File: config.mk
export PLATFORM = sky130hd
export DESIGN_NAME = sexpr_tokenizer_flat
export DESIGN_NICKNAME = d
export VERILOG_FILES = /design/src/hdl/sexpr_pkg.sv /design/src/hdl/sexpr_ifs.sv /design/src/hdl/sexpr_front.sv /design/src/hdl/sexpr_queue.sv /design/src/hdl/sexpr_back.sv /design/src/hdl/sexpr_tokenizer.sv /design/src/flat_wrapper.sv
export VERILOG_INCLUDE_DIRS = /design/src /design/src/hdl
export SDC_FILE = /design/constraint.sdc
export NUM_CORES = 1
export LEC_CHECK = 0
export ABC_AREA = 1
export BUFFER_PORTS_ARGS = -buffer_cell sky130_fd_sc_hd__buf_4
export CELL_PAD_IN_SITES_DETAIL_PLACEMENT = 1
export CELL_PAD_IN_SITES_GLOBAL_PLACEMENT = 1
export CORE_MARGIN = 1
export CORE_UTILIZATION = 40
export DETAILED_ROUTE_END_ITERATION = 8
export GPL_ROUTABILITY_DRIVEN = 0
export PLACE_DENSITY_LB_ADDON = 0.1
export SKIP_LAST_GASP = 1
export SYNTH_ARGS = -nofsm -noshare
export SYNTH_HDL_FRONTEND = slang
export SYNTH_SLANG_ARGS = --single-unit
File: constraint.sdc
create_clock -name clk -period 4.6 [get_ports clk]
set_input_delay 0.92 -clock clk [delete_from_list [all_inputs] [get_ports clk]]
set_output_delay 0.92 -clock clk [all_outputs]
set_load 0.05 [all_outputs]
File: src/hdl/sexpr_tokenizer_assert.svh
// Assertion macros shared by the tokenizer RTL.
// Included by the modules that check their own logic; no other dependencies.
`ifndef SEXPR_TOKENIZER_ASSERT_SVH
`define SEXPR_TOKENIZER_ASSERT_SVH

// Checked on every clock edge outside reset.
`define SX_ASSERT(label, clk, rst_n, prop, msg) \
	label: assert property (@(posedge clk) disable iff (!rst_n) prop) else $error(msg);

// Checked on every clock edge, reset included.
`define SX_ASSERT_ALWAYS(label, clk, prop, msg) \
	label: assert property (@(posedge clk) prop) else $error(msg);

`endif

File: src/hdl/sexpr_pkg.sv
// Shared types and constants of the s-expression tokenizer.
// No dependencies; used by the interfaces and every module.
package sexpr_pkg;

	localparam int LINE_BITS_DEF = 16;
	localparam int LINE_OUT_W    = 16;
	localparam int QUEUE_DEPTH   = 4;
	localparam int MAX_EVENTS    = 3;

	typedef enum logic [2:0] {
		EV_LPAREN = 3'd0,
		EV_RPAREN = 3'd1,
		EV_SCHAR  = 3'd2,
		EV_ACHAR  = 3'd3,
		EV_SEND   = 3'd4,
		EV_AEND   = 3'd5,
		EV_EOT    = 3'd6
	} event_t;

	localparam logic [7:0] CH_NUL    = 8'h00;
	localparam logic [7:0] CH_TAB    = 8'h09;
	localparam logic [7:0] CH_NL     = 8'h0A;
	localparam logic [7:0] CH_CR     = 8'h0D;
	localparam logic [7:0] CH_SPACE  = 8'h20;
	localparam logic [7:0] CH_QUOTE  = 8'h22;
	localparam logic [7:0] CH_LPAR   = 8'h28;
	localparam logic [7:0] CH_RPAR   = 8'h29;
	localparam logic [7:0] CH_SEMI   = 8'h3B;
	localparam logic [7:0] CH_BSLASH = 8'h5C;
	localparam logic [7:0] CH_LOW_N  = 8'h6E;
	localparam logic [7:0] CH_LOW_T  = 8'h74;

	// All words caused by one input byte, in emission order.
	typedef struct packed {
		logic [1:0]                   n;
		event_t [MAX_EVENTS-1:0]      ev;
		logic [MAX_EVENTS-1:0][7:0]   ch;
		logic [LINE_OUT_W-1:0]        line;
	} bundle_t;

	function automatic logic is_ws(input logic [7:0] c);
		return (c == CH_SPACE) || (c >= CH_TAB && c <= CH_CR);
	endfunction

endpackage

File: src/hdl/sexpr_ifs.sv
// Valid/ready channel interfaces of the tokenizer: text bytes in, token words out.
// Depends on sexpr_pkg.
interface sexpr_in_if;
	logic       valid;
	logic       ready;
	logic [7:0] text_byte;
	logic       end_of_text;

	modport source(output valid, output text_byte, output end_of_text, input ready);
	modport sink(input valid, input text_byte, input end_of_text, output ready);
endinterface

interface sexpr_out_if;
	logic                                 valid;
	logic                                 ready;
	sexpr_pkg::event_t                    event_res;
	logic [7:0]                           char_out;
	logic [sexpr_pkg::LINE_OUT_W-1:0]     line_number;
	logic                                 last;

	modport source(output valid, output event_res, output char_out, output line_number,
		output last, input ready);
	modport sink(input valid, input event_res, input char_out, input line_number,
		input last, output ready);
endinterface

File: src/hdl/sexpr_front.sv
// Lexer front end: takes one byte per cycle while the queue is not full, tracks mode and line count,
// and builds the bundle of up to three words for it. Depends on sexpr_pkg.
`include "sexpr_tokenizer_assert.svh"

module sexpr_front #(
	parameter int LINE_BITS = sexpr_pkg::LINE_BITS_DEF
) (
	input  logic              clk,
	input  logic              arst_n,
	sexpr_in_if.sink          text_in,
	input  logic              full,
	output logic              push,
	output sexpr_pkg::bundle_t bundle
);

	typedef enum logic [2:0] {
		M_IDLE = 3'd0,
		M_ATOM = 3'd1,
		M_STR  = 3'd2,
		M_ESC  = 3'd3,
		M_CMT  = 3'd4
	} mode_t;

	typedef struct packed {
		logic              emit;
		sexpr_pkg::event_t ev;
		logic [7:0]        ch;
		mode_t             mode;
		logic              nl;
	} idle_res_t;

	function automatic idle_res_t idle_byte(input logic [7:0] c);
		idle_res_t r;
		r.emit = 1'b0;
		r.ev   = sexpr_pkg::EV_ACHAR;
		r.ch   = '0;
		r.mode = M_IDLE;
		r.nl   = 1'b0;
		if (sexpr_pkg::is_ws(c)) begin
			r.nl = (c == sexpr_pkg::CH_NL);
		end else if (c == sexpr_pkg::CH_SEMI) begin
			r.mode = M_CMT;
		end else if (c == sexpr_pkg::CH_LPAR) begin
			r.emit = 1'b1;
			r.ev   = sexpr_pkg::EV_LPAREN;
		end else if (c == sexpr_pkg::CH_RPAR) begin
			r.emit = 1'b1;
			r.ev   = sexpr_pkg::EV_RPAREN;
		end else if (c == sexpr_pkg::CH_QUOTE) begin
			r.mode = M_STR;
		end else begin
			r.emit = 1'b1;
			r.ev   = sexpr_pkg::EV_ACHAR;
			r.ch   = c;
			r.mode = M_ATOM;
		end
		return r;
	endfunction

	mode_t                          mode_q, mode_d;
	logic [LINE_BITS-1:0]           line_q;
	logic [LINE_BITS+sexpr_pkg::LINE_OUT_W-1:0] line_ext;
	logic                           line_inc, line_rst;
	logic                           accept, stop;
	logic [7:0]                     c;
	logic [1:0]                     k;
	idle_res_t                      id;
	sexpr_pkg::bundle_t             b;

	assign c        = text_in.text_byte;
	assign stop     = text_in.end_of_text || (c == sexpr_pkg::CH_NUL);
	assign line_ext = {{sexpr_pkg::LINE_OUT_W{1'b0}}, line_q};
	assign id       = idle_byte(c);

	always_comb begin
		b        = '0;
		b.line   = line_ext[sexpr_pkg::LINE_OUT_W-1:0];
		k        = 2'd0;
		mode_d   = mode_q;
		line_inc = 1'b0;
		line_rst = 1'b0;
		if (stop) begin
			unique case (mode_q)
				M_ATOM: begin
					b.ev[k] = sexpr_pkg::EV_AEND; k = k + 2'd1;
				end
				M_STR: begin
					b.ev[k] = sexpr_pkg::EV_SEND; k = k + 2'd1;
				end
				M_ESC: begin
					// dangling backslash stays literal
					b.ev[k] = sexpr_pkg::EV_SCHAR; b.ch[k] = sexpr_pkg::CH_BSLASH;
					k = k + 2'd1;
					b.ev[k] = sexpr_pkg::EV_SEND; k = k + 2'd1;
				end
				default: ;
			endcase
			b.ev[k]  = sexpr_pkg::EV_EOT; k = k + 2'd1;
			mode_d   = M_IDLE;
			line_rst = 1'b1;
		end else begin
			unique case (mode_q)
				M_ATOM: begin
					if (sexpr_pkg::is_ws(c) || c == sexpr_pkg::CH_LPAR
						|| c == sexpr_pkg::CH_RPAR || c == sexpr_pkg::CH_QUOTE
						|| c == sexpr_pkg::CH_SEMI) begin
						b.ev[k] = sexpr_pkg::EV_AEND; k = k + 2'd1;
						if (id.emit) begin
							b.ev[k] = id.ev; b.ch[k] = id.ch; k = k + 2'd1;
						end
						mode_d   = id.mode;
						line_inc = id.nl;
					end else begin
						b.ev[k] = sexpr_pkg::EV_ACHAR; b.ch[k] = c; k = k + 2'd1;
					end
				end
				M_STR: begin
					if (c == sexpr_pkg::CH_QUOTE) begin
						b.ev[k] = sexpr_pkg::EV_SEND; k = k + 2'd1;
						mode_d  = M_IDLE;
					end else if (c == sexpr_pkg::CH_BSLASH) begin
						mode_d = M_ESC;
					end else begin
						b.ev[k] = sexpr_pkg::EV_SCHAR; b.ch[k] = c; k = k + 2'd1;
					end
				end
				M_ESC: begin
					if (c == sexpr_pkg::CH_LOW_N) begin
						b.ev[k] = sexpr_pkg::EV_SCHAR; b.ch[k] = sexpr_pkg::CH_NL;
						k = k + 2'd1;
					end else if (c == sexpr_pkg::CH_LOW_T) begin
						b.ev[k] = sexpr_pkg::EV_SCHAR; b.ch[k] = sexpr_pkg::CH_TAB;
						k = k + 2'd1;
					end else if (c == sexpr_pkg::CH_QUOTE || c == sexpr_pkg::CH_BSLASH) begin
						b.ev[k] = sexpr_pkg::EV_SCHAR; b.ch[k] = c; k = k + 2'd1;
					end else begin
						// unknown escape: backslash, then the byte
						b.ev[k] = sexpr_pkg::EV_SCHAR; b.ch[k] = sexpr_pkg::CH_BSLASH;
						k = k + 2'd1;
						b.ev[k] = sexpr_pkg::EV_SCHAR; b.ch[k] = c; k = k + 2'd1;
					end
					mode_d = M_STR;
				end
				M_CMT: begin
					if (c == sexpr_pkg::CH_NL) begin
						line_inc = 1'b1;
						mode_d   = M_IDLE;
					end
				end
				default: begin
					// idle, and the unreachable codes behave as idle
					if (id.emit) begin
						b.ev[k] = id.ev; b.ch[k] = id.ch; k = k + 2'd1;
					end
					mode_d   = id.mode;
					line_inc = id.nl;
				end
			endcase
		end
		b.n = k;
	end

	assign text_in.ready = !full;
	assign accept        = text_in.valid && !full;
	assign push          = accept && (b.n != 2'd0);
	assign bundle        = b;

	always_ff @(posedge clk or negedge arst_n) begin
		if (!arst_n) begin
			mode_q <= M_IDLE;
			line_q <= LINE_BITS'(1);
		end else if (accept) begin
			mode_q <= mode_d;
			if (line_rst) begin
				line_q <= LINE_BITS'(1);
			end else if (line_inc && line_q != {LINE_BITS{1'b1}}) begin
				line_q <= line_q + LINE_BITS'(1);
			end
		end
	end

	`SX_ASSERT_ALWAYS(a_reset_idle, clk, !arst_n |-> (mode_q == M_IDLE && line_q == LINE_BITS'(1)), "front not idle in reset")
	`SX_ASSERT(a_eot_restarts, clk, arst_n, (accept && stop) |=> (mode_q == M_IDLE && line_q == LINE_BITS'(1)), "end of text did not restart lexer")
	`SX_ASSERT(a_line_nonzero, clk, arst_n, line_q != '0, "line count wrapped to zero")

endmodule

File: src/hdl/sexpr_queue.sv
// Small register queue of word bundles between lexer front and word emitter.
// Depends on sexpr_pkg.
`include "sexpr_tokenizer_assert.svh"

module sexpr_queue (
	input  logic               clk,
	input  logic               arst_n,
	input  logic               push,
	input  sexpr_pkg::bundle_t wdata,
	input  logic               pop,
	output logic               full,
	output logic               empty,
	output sexpr_pkg::bundle_t head
);

	localparam int DEPTH = sexpr_pkg::QUEUE_DEPTH;
	localparam int PW    = $clog2(DEPTH);
	localparam int CW    = $clog2(DEPTH + 1);

	sexpr_pkg::bundle_t mem_q [DEPTH];
	logic [PW-1:0]      wr_q, rd_q;
	logic [CW-1:0]      count_q;

	assign full  = (count_q == CW'(DEPTH));
	assign empty = (count_q == '0);
	assign head  = mem_q[rd_q];

	always_ff @(posedge clk) begin
		if (push) begin
			mem_q[wr_q] <= wdata;
		end
	end

	always_ff @(posedge clk or negedge arst_n) begin
		if (!arst_n) begin
			wr_q    <= '0;
			rd_q    <= '0;
			count_q <= '0;
		end else begin
			if (push) begin
				wr_q <= (wr_q == PW'(DEPTH - 1)) ? '0 : wr_q + PW'(1);
			end
			if (pop) begin
				rd_q <= (rd_q == PW'(DEPTH - 1)) ? '0 : rd_q + PW'(1);
			end
			if (push && !pop) begin
				count_q <= count_q + CW'(1);
			end else if (pop && !push) begin
				count_q <= count_q - CW'(1);
			end
		end
	end

	`SX_ASSERT(a_no_overflow, clk, arst_n, push |-> (!full || pop), "push into full queue")
	`SX_ASSERT(a_no_underflow, clk, arst_n, pop |-> !empty, "pop from empty queue")
	`SX_ASSERT(a_count_bound, clk, arst_n, count_q <= CW'(DEPTH), "queue count out of range")

endmodule

File: src/hdl/sexpr_back.sv
// Word emitter: walks the head bundle of the queue, one word per handshake,
// and flags the last word of each byte. Depends on sexpr_pkg.
`include "sexpr_tokenizer_assert.svh"

module sexpr_back (
	input  logic               clk,
	input  logic               arst_n,
	input  logic               empty,
	input  sexpr_pkg::bundle_t head,
	output logic               pop,
	sexpr_out_if.source        tok_out
);

	logic [1:0] idx_q;
	logic       is_last;
	logic       fire;

	assign is_last = (idx_q == head.n - 2'd1);
	assign fire    = tok_out.valid && tok_out.ready;
	assign pop     = fire && is_last;

	assign tok_out.valid       = !empty;
	assign tok_out.event_res   = head.ev[idx_q];
	assign tok_out.char_out    = head.ch[idx_q];
	assign tok_out.line_number = head.line;
	assign tok_out.last        = is_last;

	always_ff @(posedge clk or negedge arst_n) begin
		if (!arst_n) begin
			idx_q <= '0;
		end else if (fire) begin
			idx_q <= is_last ? 2'd0 : idx_q + 2'd1;
		end
	end

	`SX_ASSERT(a_idx_in_bundle, clk, arst_n, tok_out.valid |-> (head.n != 2'd0 && idx_q < head.n), "word index beyond bundle")
	`SX_ASSERT(a_idx_zero_when_empty, clk, arst_n, empty |-> idx_q == 2'd0, "stale word index with empty queue")
	`SX_ASSERT(a_valid_held, clk, arst_n, (tok_out.valid && !tok_out.ready) |=> tok_out.valid, "word dropped while stalled")

endmodule

File: src/hdl/sexpr_tokenizer.sv
// S-expression tokenizer, top level. Depends on sexpr_pkg, sexpr_ifs,
// sexpr_front, sexpr_queue and sexpr_back.
//
// Takes one text byte per cycle on text_in while the queue is not full and
// returns token words on tok_out. A byte is classified in the cycle it is
// accepted; its words (zero to three) go into a four-entry bundle queue and
// are registered there, then go out one word per cycle while tok_out is ready.
// Bytes with one word or none then run at one byte per cycle indefinitely; a
// byte with two or three words holds the output longer, and text_in drops
// ready only once the queue is full. line_number is the line count before
// the byte, saturating at 2**LINE_BITS-1 and shown in 16 bits; end of text
// (flag or zero byte) returns it to 1. No clearing pass is needed after reset.
module sexpr_tokenizer #(
	parameter int LINE_BITS = sexpr_pkg::LINE_BITS_DEF
) (
	input  logic        clk,
	input  logic        arst_n,
	sexpr_in_if.sink    text_in,
	sexpr_out_if.source tok_out
);

	logic               push, pop, full, empty;
	sexpr_pkg::bundle_t wdata, head;

	sexpr_front #(
		.LINE_BITS(LINE_BITS)
	) u_front (
		.clk     (clk),
		.arst_n  (arst_n),
		.text_in (text_in),
		.full    (full),
		.push    (push),
		.bundle  (wdata)
	);

	sexpr_queue u_queue (
		.clk    (clk),
		.arst_n (arst_n),
		.push   (push),
		.wdata  (wdata),
		.pop    (pop),
		.full   (full),
		.empty  (empty),
		.head   (head)
	);

	sexpr_back u_back (
		.clk     (clk),
		.arst_n  (arst_n),
		.empty   (empty),
		.head    (head),
		.pop     (pop),
		.tok_out (tok_out)
	);

endmodule
File: src/flat_wrapper.sv
// flat-port wrapper written by rule: the top's interface ports become plain ports
module sexpr_tokenizer_flat 
#(
	parameter int LINE_BITS = sexpr_pkg::LINE_BITS_DEF
)
  (clk, arst_n, text_in_valid, text_in_text_byte, text_in_end_of_text, text_in_ready, tok_out_valid, tok_out_event_res, tok_out_char_out, tok_out_line_number, tok_out_last, tok_out_ready);
  sexpr_in_if text_in_i ();
  sexpr_out_if tok_out_i ();
  input  logic clk;
  input  logic arst_n;
  input wire logic [$bits(text_in_i.valid)-1:0] text_in_valid;
  input wire logic [$bits(text_in_i.text_byte)-1:0] text_in_text_byte;
  input wire logic [$bits(text_in_i.end_of_text)-1:0] text_in_end_of_text;
  output wire logic [$bits(text_in_i.ready)-1:0] text_in_ready;
  output wire logic [$bits(tok_out_i.valid)-1:0] tok_out_valid;
  output wire logic [$bits(tok_out_i.event_res)-1:0] tok_out_event_res;
  output wire logic [$bits(tok_out_i.char_out)-1:0] tok_out_char_out;
  output wire logic [$bits(tok_out_i.line_number)-1:0] tok_out_line_number;
  output wire logic [$bits(tok_out_i.last)-1:0] tok_out_last;
  input wire logic [$bits(tok_out_i.ready)-1:0] tok_out_ready;
  assign text_in_i.valid = text_in_valid;
  assign text_in_i.text_byte = text_in_text_byte;
  assign text_in_i.end_of_text = text_in_end_of_text;
  assign text_in_ready = text_in_i.ready;
  assign tok_out_valid = tok_out_i.valid;
  assign tok_out_event_res = tok_out_i.event_res;
  assign tok_out_char_out = tok_out_i.char_out;
  assign tok_out_line_number = tok_out_i.line_number;
  assign tok_out_last = tok_out_i.last;
  assign tok_out_i.ready = tok_out_ready;
  sexpr_tokenizer #(.LINE_BITS(LINE_BITS)) u_core (.clk(clk), .arst_n(arst_n), .text_in(text_in_i), .tok_out(tok_out_i));
endmodule
* Word level (Yosys, flattened, before mapping) *
Memories as Yosys holds them, arrays and structs flattened.
Index checks and enable logic that the tools add are counted.

cells by class
  reduce and logical (&&, ||, !) cells = 29
  add/sub/neg operators = 8
  $lt $le $gt $ge = 5
  eq/ne operators = 21
  bitwise logic cells = 3
  multiplexer cells = 80

operators by type and width
  cell                                                                                  count
  8-bit 2-to-1 mux                                                                      14
  3-bit 2-to-1 mux                                                                      18
  8-bit by 6-bit equality test with 1-bit output (second input constant)                5
  16-bit 2-to-1 mux                                                                     2
  8-bit one-hot mux with 4 select lines                                                 1
  2-bit 2-to-1 mux                                                                      15
  8-bit by 7-bit equality test with 1-bit output (second input constant)                3
  12-bit 2-to-1 mux                                                                     2
  3-bit one-hot mux with 4 select lines                                                 2
  11-bit 2-to-1 mux                                                                     2
  16-bit by 1-bit adder with 16-bit output (second input constant)                      1
  8-bit binary-select mux with 2-bit select                                             1
  16-bit != test (second input constant)                                                1
  8-bit one-hot mux with 2 select lines                                                 1
  15-bit 2-to-1 mux                                                                     1
  1-bit 2-to-1 mux                                                                      10
  1-bit logical AND                                                                     9
  3-bit one-hot mux with 3 select lines                                                 1
  2-bit by 1-bit adder with 2-bit output (second input constant)                        4
  8-bit by 4-bit equality test with 1-bit output (second input constant)                1
  8-bit by 4-bit greater-or-equal comparator with 1-bit output (second input constant)  1
  8-bit by 4-bit <= comparator with 1-bit output (second input constant)                1
  8-bit logical NOT                                                                     1
  4-bit 2-to-1 mux                                                                      2
  30 further kinds                                                                      47

storage, ports and cells
  logic and storage cells = 153
  output and inout bits = 30
  memory bits (writable) = 172
  flip-flop bits (word level) = 28
  memories = 1
  input bits = 13

memories
  memory                depth  bits a word  read ports  clocked after Yosys merged registers in  wr ports  RTL line           RTL
  u_core.u_queue.mem_q  4      43           1           0                                        1         sexpr_queue.sv:20  sexpr_pkg::bundle_t mem_q [DEPTH];

* Depth between registers and ports, before layout *
  depth after elaboration = 16
  mapped depth = 19
  mapped depth without buffers = 19

* Modules after synthesis *
From an unflattened synthesis, not the netlist that was laid out.

unflattened totals
  cell total of the unflattened synthesis = 1093
  area total of the unflattened synthesis = 11991.5 µm²

by module, submodules not included
  module       cells an instance  times used  area an instance (µm²)  sequential area each (µm²)
  sexpr_queue  646                1           9292.7                  6301.0
  sexpr_front  350                1           2168.3                  476.7
  sexpr_back   97                 1           530.5                   50.0

* Least setup slack after synthesis *
OpenSTA, ideal clock, no wires.

  path kind = input-to-reg
  from = input text_in_text_byte[1]
  to = memory u_core.u_queue.mem_q[3][0] (netlist bit), enable pin
  stages = 9
  data required time = 4.161 ns
  setup slack = 0.630 ns
  arrival = 3.531 ns
  buffers on the path = 0
  setup time = 0.439 ns
  cells stage by stage = nor2_1 > o21ai_0 > a21oi_2 > nand3_1 > nand2_1 > nand2_1 > nand3_2 > nand2_4 > nor2_1

between the ends
  word-level cells in the longest chain between the ends = 14
  elaborated cells between the ends (all ways) = 38
  classes of those cells = order compare: 2; eq/ne: 8; mux: 17; reduce/logical: 11

ends and longest elaborated chain
  item                                                                    RTL line                                RTL
  from (decl)                                                             flat_wrapper.sv:12                      input wire logic [$bits(text_in_i.text_byte)-1:0] text_in_text_byte;
  8-bit by 6-bit equality test with 1-bit output (tied with other cells)  -
  12-bit 2-to-1 mux / 1-bit logical AND (equally long branches)           sexpr_front.sv:49, sexpr_pkg.sv:42
  4-bit 2-to-1 mux / 1-bit logical OR (equally long branches)             sexpr_front.sv:46, sexpr_pkg.sv:42
  4-bit 2-to-1 mux / 1-bit logical OR (equally long branches)             sexpr_front.sv:43, sexpr_front.sv:104
  12-bit 2-to-1 mux / 1-bit logical OR (equally long branches)            sexpr_front.sv:41, sexpr_front.sv:105
  15-bit 2-to-1 mux / 1-bit logical OR (equally long branches)            sexpr_front.sv:39, sexpr_front.sv:105
  2-bit 2-to-1 mux / 1-bit logical OR (equally long branches)             sexpr_front.sv:108, sexpr_front.sv:106
  2-bit 2-to-1 mux                                                        sexpr_front.sv:104                      if (sexpr_pkg::is_ws(c) || c == sexpr_pkg::CH_LPAR
  2-bit one-hot mux with 4 select lines                                   sexpr_front.sv:102                      unique case (mode_q)
  2-bit 2-to-1 mux *                                                      sexpr_front.sv:82                       if (stop) begin
  2-bit nonzero test *                                                    sexpr_front.sv:165                      assign push = accept && (b.n != 2'd0);
  1-bit logical AND *                                                     sexpr_front.sv:165
  1-bit 2-to-1 mux *                                                      sexpr_queue.sv:29                       if (push) begin
  1-bit 2-to-1 mux (not written as such) *                                sexpr_queue.sv:30                       mem_q[wr_q] <= wdata;
  to (decl)                                                               sexpr_queue.sv:20

Mark *: on every way between the ends. The rest lies on a longest branch, timed or not.

* Worst setup path in the final report *
  from = register u_core.u_queue.rd_q[1]
  to = output tok_out_char_out[7]

between the ends
  word-level cells in the longest chain between the ends = 3

ends and longest elaborated chain
  item                                       RTL line            RTL
  from (decl)                                sexpr_queue.sv:21   logic [PW-1:0] wr_q, rd_q;
  from (signal assigned)                     sexpr_queue.sv:44   rd_q <= (rd_q == PW'(DEPTH - 1)) ? '0 : rd_q + PW'(1);
  memory read 4 x 43 bit                     -
  8-bit binary-select mux with 2-bit select  sexpr_back.sv:24    assign tok_out.char_out = head.ch[idx_q];
  8-bit 2-to-1 mux (not written as such)     sexpr_back.sv:24
  to (decl)                                  flat_wrapper.sv:17  output wire logic [$bits(tok_out_i.char_out)-1:0] tok_out_char_out;

Every way passes these cells. The select of a mux whose other input is x is not followed.

==> results by group <==
Yosys
  • Synth async-reset ratio: roughly 15%
  • Most common cell in the synthesized netlist: edfxtp_1
  • #FFs+latches synth: roughly 190
  • Synth cell types: 43
  • Post-synth EDFFs: between 150 and 200
  • Top cells by count, synth: edfxtp_1 (164), nor2_1 (154), o21ai_0 (118), nand2_1 (105), inv_1 (63)
  • Syn_area_per_cell: around 10 µm²
  • Synth Warn #: 0
  • Syn Nets: between 800 and 900
  • Top cell type's share of synthesized area: between 50% and 60%
  • Seq/Total Area, Yosys: between 60% and 70%
  • Top FF cell, synth: edfxtp_1
  • Top cells by area, synth: edfxtp_1 (55%), dfrtp_1 (7.6%), o21ai_0 (6.6%), nor2_1 (6.5%), nand2_1 (4.4%)
  • Mapped Area: 0.00888 mm²
  • Syn Inst Count: roughly 860
  • Area leader, netlist: edfxtp_1

Critical path
  • Startpoint Class: flop
  • Worst EP required: approximately 3.7 ns
  • Crit path depth: 7
  • Setup crit start: u_core.u_queue.rd_q[1]$_DFFE_PN0P_
  • R2R cell count: 16
  • Crit path max fanout: 22
  • R2r setup slk: ~1.5 ns
  • Crit-path cells: inv_1, buf_4, o21ai_0, o22ai_1, o21ai_0, a31oi_1, buf_4
  • Crit Path Class: reg2out
  • Max incr delay on CP: ~0.60 ns
  • CP top delay family: buffers and inverters
  • Worst reg2reg path endpoint: u_core.u_queue.count_q[2]$_DFFE_PN0P_
  • CP max stage cell: inv_1
  • CP Buf/Inv Count: 3
  • Setup crit end: tok_out_char_out[7]
  • Crit path DAT: 2.69 ns
  • Crit. End Element: primary output
  • FF-to-FF Start: u_core.u_front.mode_q[2]$_DFFE_PN0P_

Global routing
  • Total track usage: between 20% and 30%
  • First-pass GRT wire length: 36300 µm
  • Pin count of the biggest net entering global routing: 44
  • Gr ovfl total: 0
  • Initial antenna violation count: 0
  • Vias in the first global route: ~6.6k

Floorplanning
  • Die Ht: about 150 µm
  • Die area: 0.0228 mm²
  • Chip width: about 150 µm
  • Row count: 54
  • Placeable Area: 0.0218 mm²
  • Ports: 43
  • Initial Util: 40.7%

STA
  • RSZ-0062 raised after global routing: false
  • F_max: around 280 MHz
  • Final setup violation count: 0
  • Fin. Hold Viols: 0
  • Final setup TNS: 0 ns
  • Worst hold slack: 0.419 ns
  • Relative slew slack: between 30% and 40%
  • Tmin final: between 3 and 4 ns
  • Final WS setup: between 0.9 and 1 ns
  • Max Clock Skew: around 0.012 ns
  • Final worst path period share: approximately four fifths
  • Worst-Margin Slew: a little under 1 ns
  • Slew Limit Fails: 0

Final layout
  • Fin nets: 918
  • Synth-to-Final Area Change: 13.8%
  • Layout Utilization: roughly 46%
  • Share of layout cells above drive strength 1: between 10% and 20%
  • Layout fillers: ~2.4k
  • Final non-filler cell total: ~1.2k
  • N_diodes: 0
  • Design area: between 0.01 and 0.015 mm²

CTS
  • Root Buffer: clkbuf_16
  • Post-CTS Setup Bufs: 0
  • CTS max path bufs: 2
  • Worst-path clk slew: ~0.08 ns
  • Total clock buffers created by CTS: 17
  • Clock sink count: around 190
  • H-tree levels: 4
  • Post-cts resize count: 0
  • CTS tree: yes
  • Hold_buf cts: 0
  • Worst-skew pair later-pin latency: around 0.43 ns

Pwr
  • Power Density: about 680 mW/mm²
  • Max rail drop VDD: about 0.3 mV
  • Total Power: roughly 6.9 mW
  • Static Leakage: 3.75 nW

Place
  • DP Area: between 0.009 and 0.01 mm²
  • Hpwl dp: between 15000 and 20000 µm
  • Input/output buffers: between 40 and 50
  • DP Worst Slack: about 0.95 ns
  • Placed cell count: ~1.2k

Worst hold path
  • Worst Hold Class: in2async

Route
  • Drt drc: 0
  • Metal2 WL: about 11000 µm
  • Via count: 6446
  • Metal-1 WL: 11300 µm
  • Drt wl/cell: 19.8 µm
  • DR top layer: met4
  • Initial drt markers: 458
  • DR pass1 iterations: 4
  • Routed vias/inst: ~5.4
  • Met3 Wirelength: 695 µm
  • Post-route ant nets: 0
  • Wirelength, routed: approximately 23000 µm

Job
  • Max Cap Viol: 0

Run status
  • Status: complete, no violations
layout make-up:
type	count	area, µm²	area share, %
clock buffer	17	425	4.21
clock inverter	15	175	1.73
inverter	72	273	2.70
multi-input combinational	556	2860	28.3
sequential	192	5630	55.6
tap	280	350	3.46
timing repair buffer	54	405	4.01
sequential cells by signal (all words and copies together) (netlist names):
signal,count
u_core.u_back.idx_q,2
u_core.u_front.line_q,16
u_core.u_front.mode_q,3
u_core.u_queue.count_q,3
u_core.u_queue.mem_q,164
u_core.u_queue.rd_q,2
u_core.u_queue.wr_q,2
metal layers:
| layer | vias up | global-route usage (%) |
|---|---|---|
| li1 | 3044 | - |
| met1 | 3261 | 30.1 |
| met4 | 0 | 6.40 |
| met3 | 26 | 2.62 |
| met5 | - | 0 |
| met2 | 115 | 35.2 |
worst min-delay path by stage:
stage / to / cells past startpoint / slack [ns] / from
CTS: u_core.u_front.line_q[3]$_DFFE_PN0P_ / 1 / 0.41 / arst_n
global route: u_core.u_front.line_q[3]$_DFFE_PN0P_ / 1 / 0.44 / arst_n
finish: u_core.u_front.line_q[3]$_DFFE_PN0P_ / 1 / 0.42 / arst_n
floorplan: u_core.u_front.mode_q[2]$_DFFE_PN0P_ / 2 / 0.45 / u_core.u_front.mode_q[2]$_DFFE_PN0P_
global placement: u_core.u_front.mode_q[2]$_DFFE_PN0P_ / 2 / 0.48 / u_core.u_front.mode_q[2]$_DFFE_PN0P_
detailed placement: u_core.u_front.mode_q[2]$_DFFE_PN0P_ / 2 / 0.50 / u_core.u_front.mode_q[2]$_DFFE_PN0P_
power breakdown:
group          switching (mW)  internal (mW)  total (mW)  leakage, nW
registers               0.155           2.28        2.43         1.88
logic                    2.14          0.777        2.92         1.57
clock network           0.714          0.788        1.50        0.299
worst reg2reg max path: stages, from the launching register on:
cell,delay (ns)
dfrtp_1,0.38
inv_1,0.15
nand2_2,0.13
nor2_4,0.23
inv_1,0.24
ha_1,0.34
nor2_1,0.13
a21oi_2,0.07
nand3_2,0.12
nand2_4,0.12
inv_1,0.09
ha_1,0.14
inv_1,0.07
fa_1,0.38
a21oi_1,0.14
o21ai_0,0.11
xor2_1,0.15
cells in the final DEF (no fill, tap or decap), drive strengths merged, types with 2 or more instances in the layout:
cell	instances
o221ai	2
clkinv	2
dfrtp	27
o21ai	126
nand3	37
nor4	2
edfxtp	164
nor3	17
a21oi	13
clkbuf	17
o21bai	2
buf	54
ha	11
a31oi	10
xor2	13
o22ai	28
o311ai	2
inv	84
nor2	165
nand2	116
nand4	2
o211ai	3
cell families (layout without fill, tap and decap cells):
| kind of cell | after synthesis | after routing | synth area share (%) |
|---|---|---|---|
| adders and majority gates | 12 | 12 | 1.77 |
| xor gates and xnor gates | 14 | 14 | 1.38 |
| and+or+nand+nor | 341 | 341 | 16.8 |
| buffers and inverters | 108 | 158 | 4.84 |
| AOI/OAI and AO/OA | 189 | 189 | 11.8 |
| DFF | 192 | 192 | 63.3 |
Note: power is estimated with default switching activity, not from simulation.
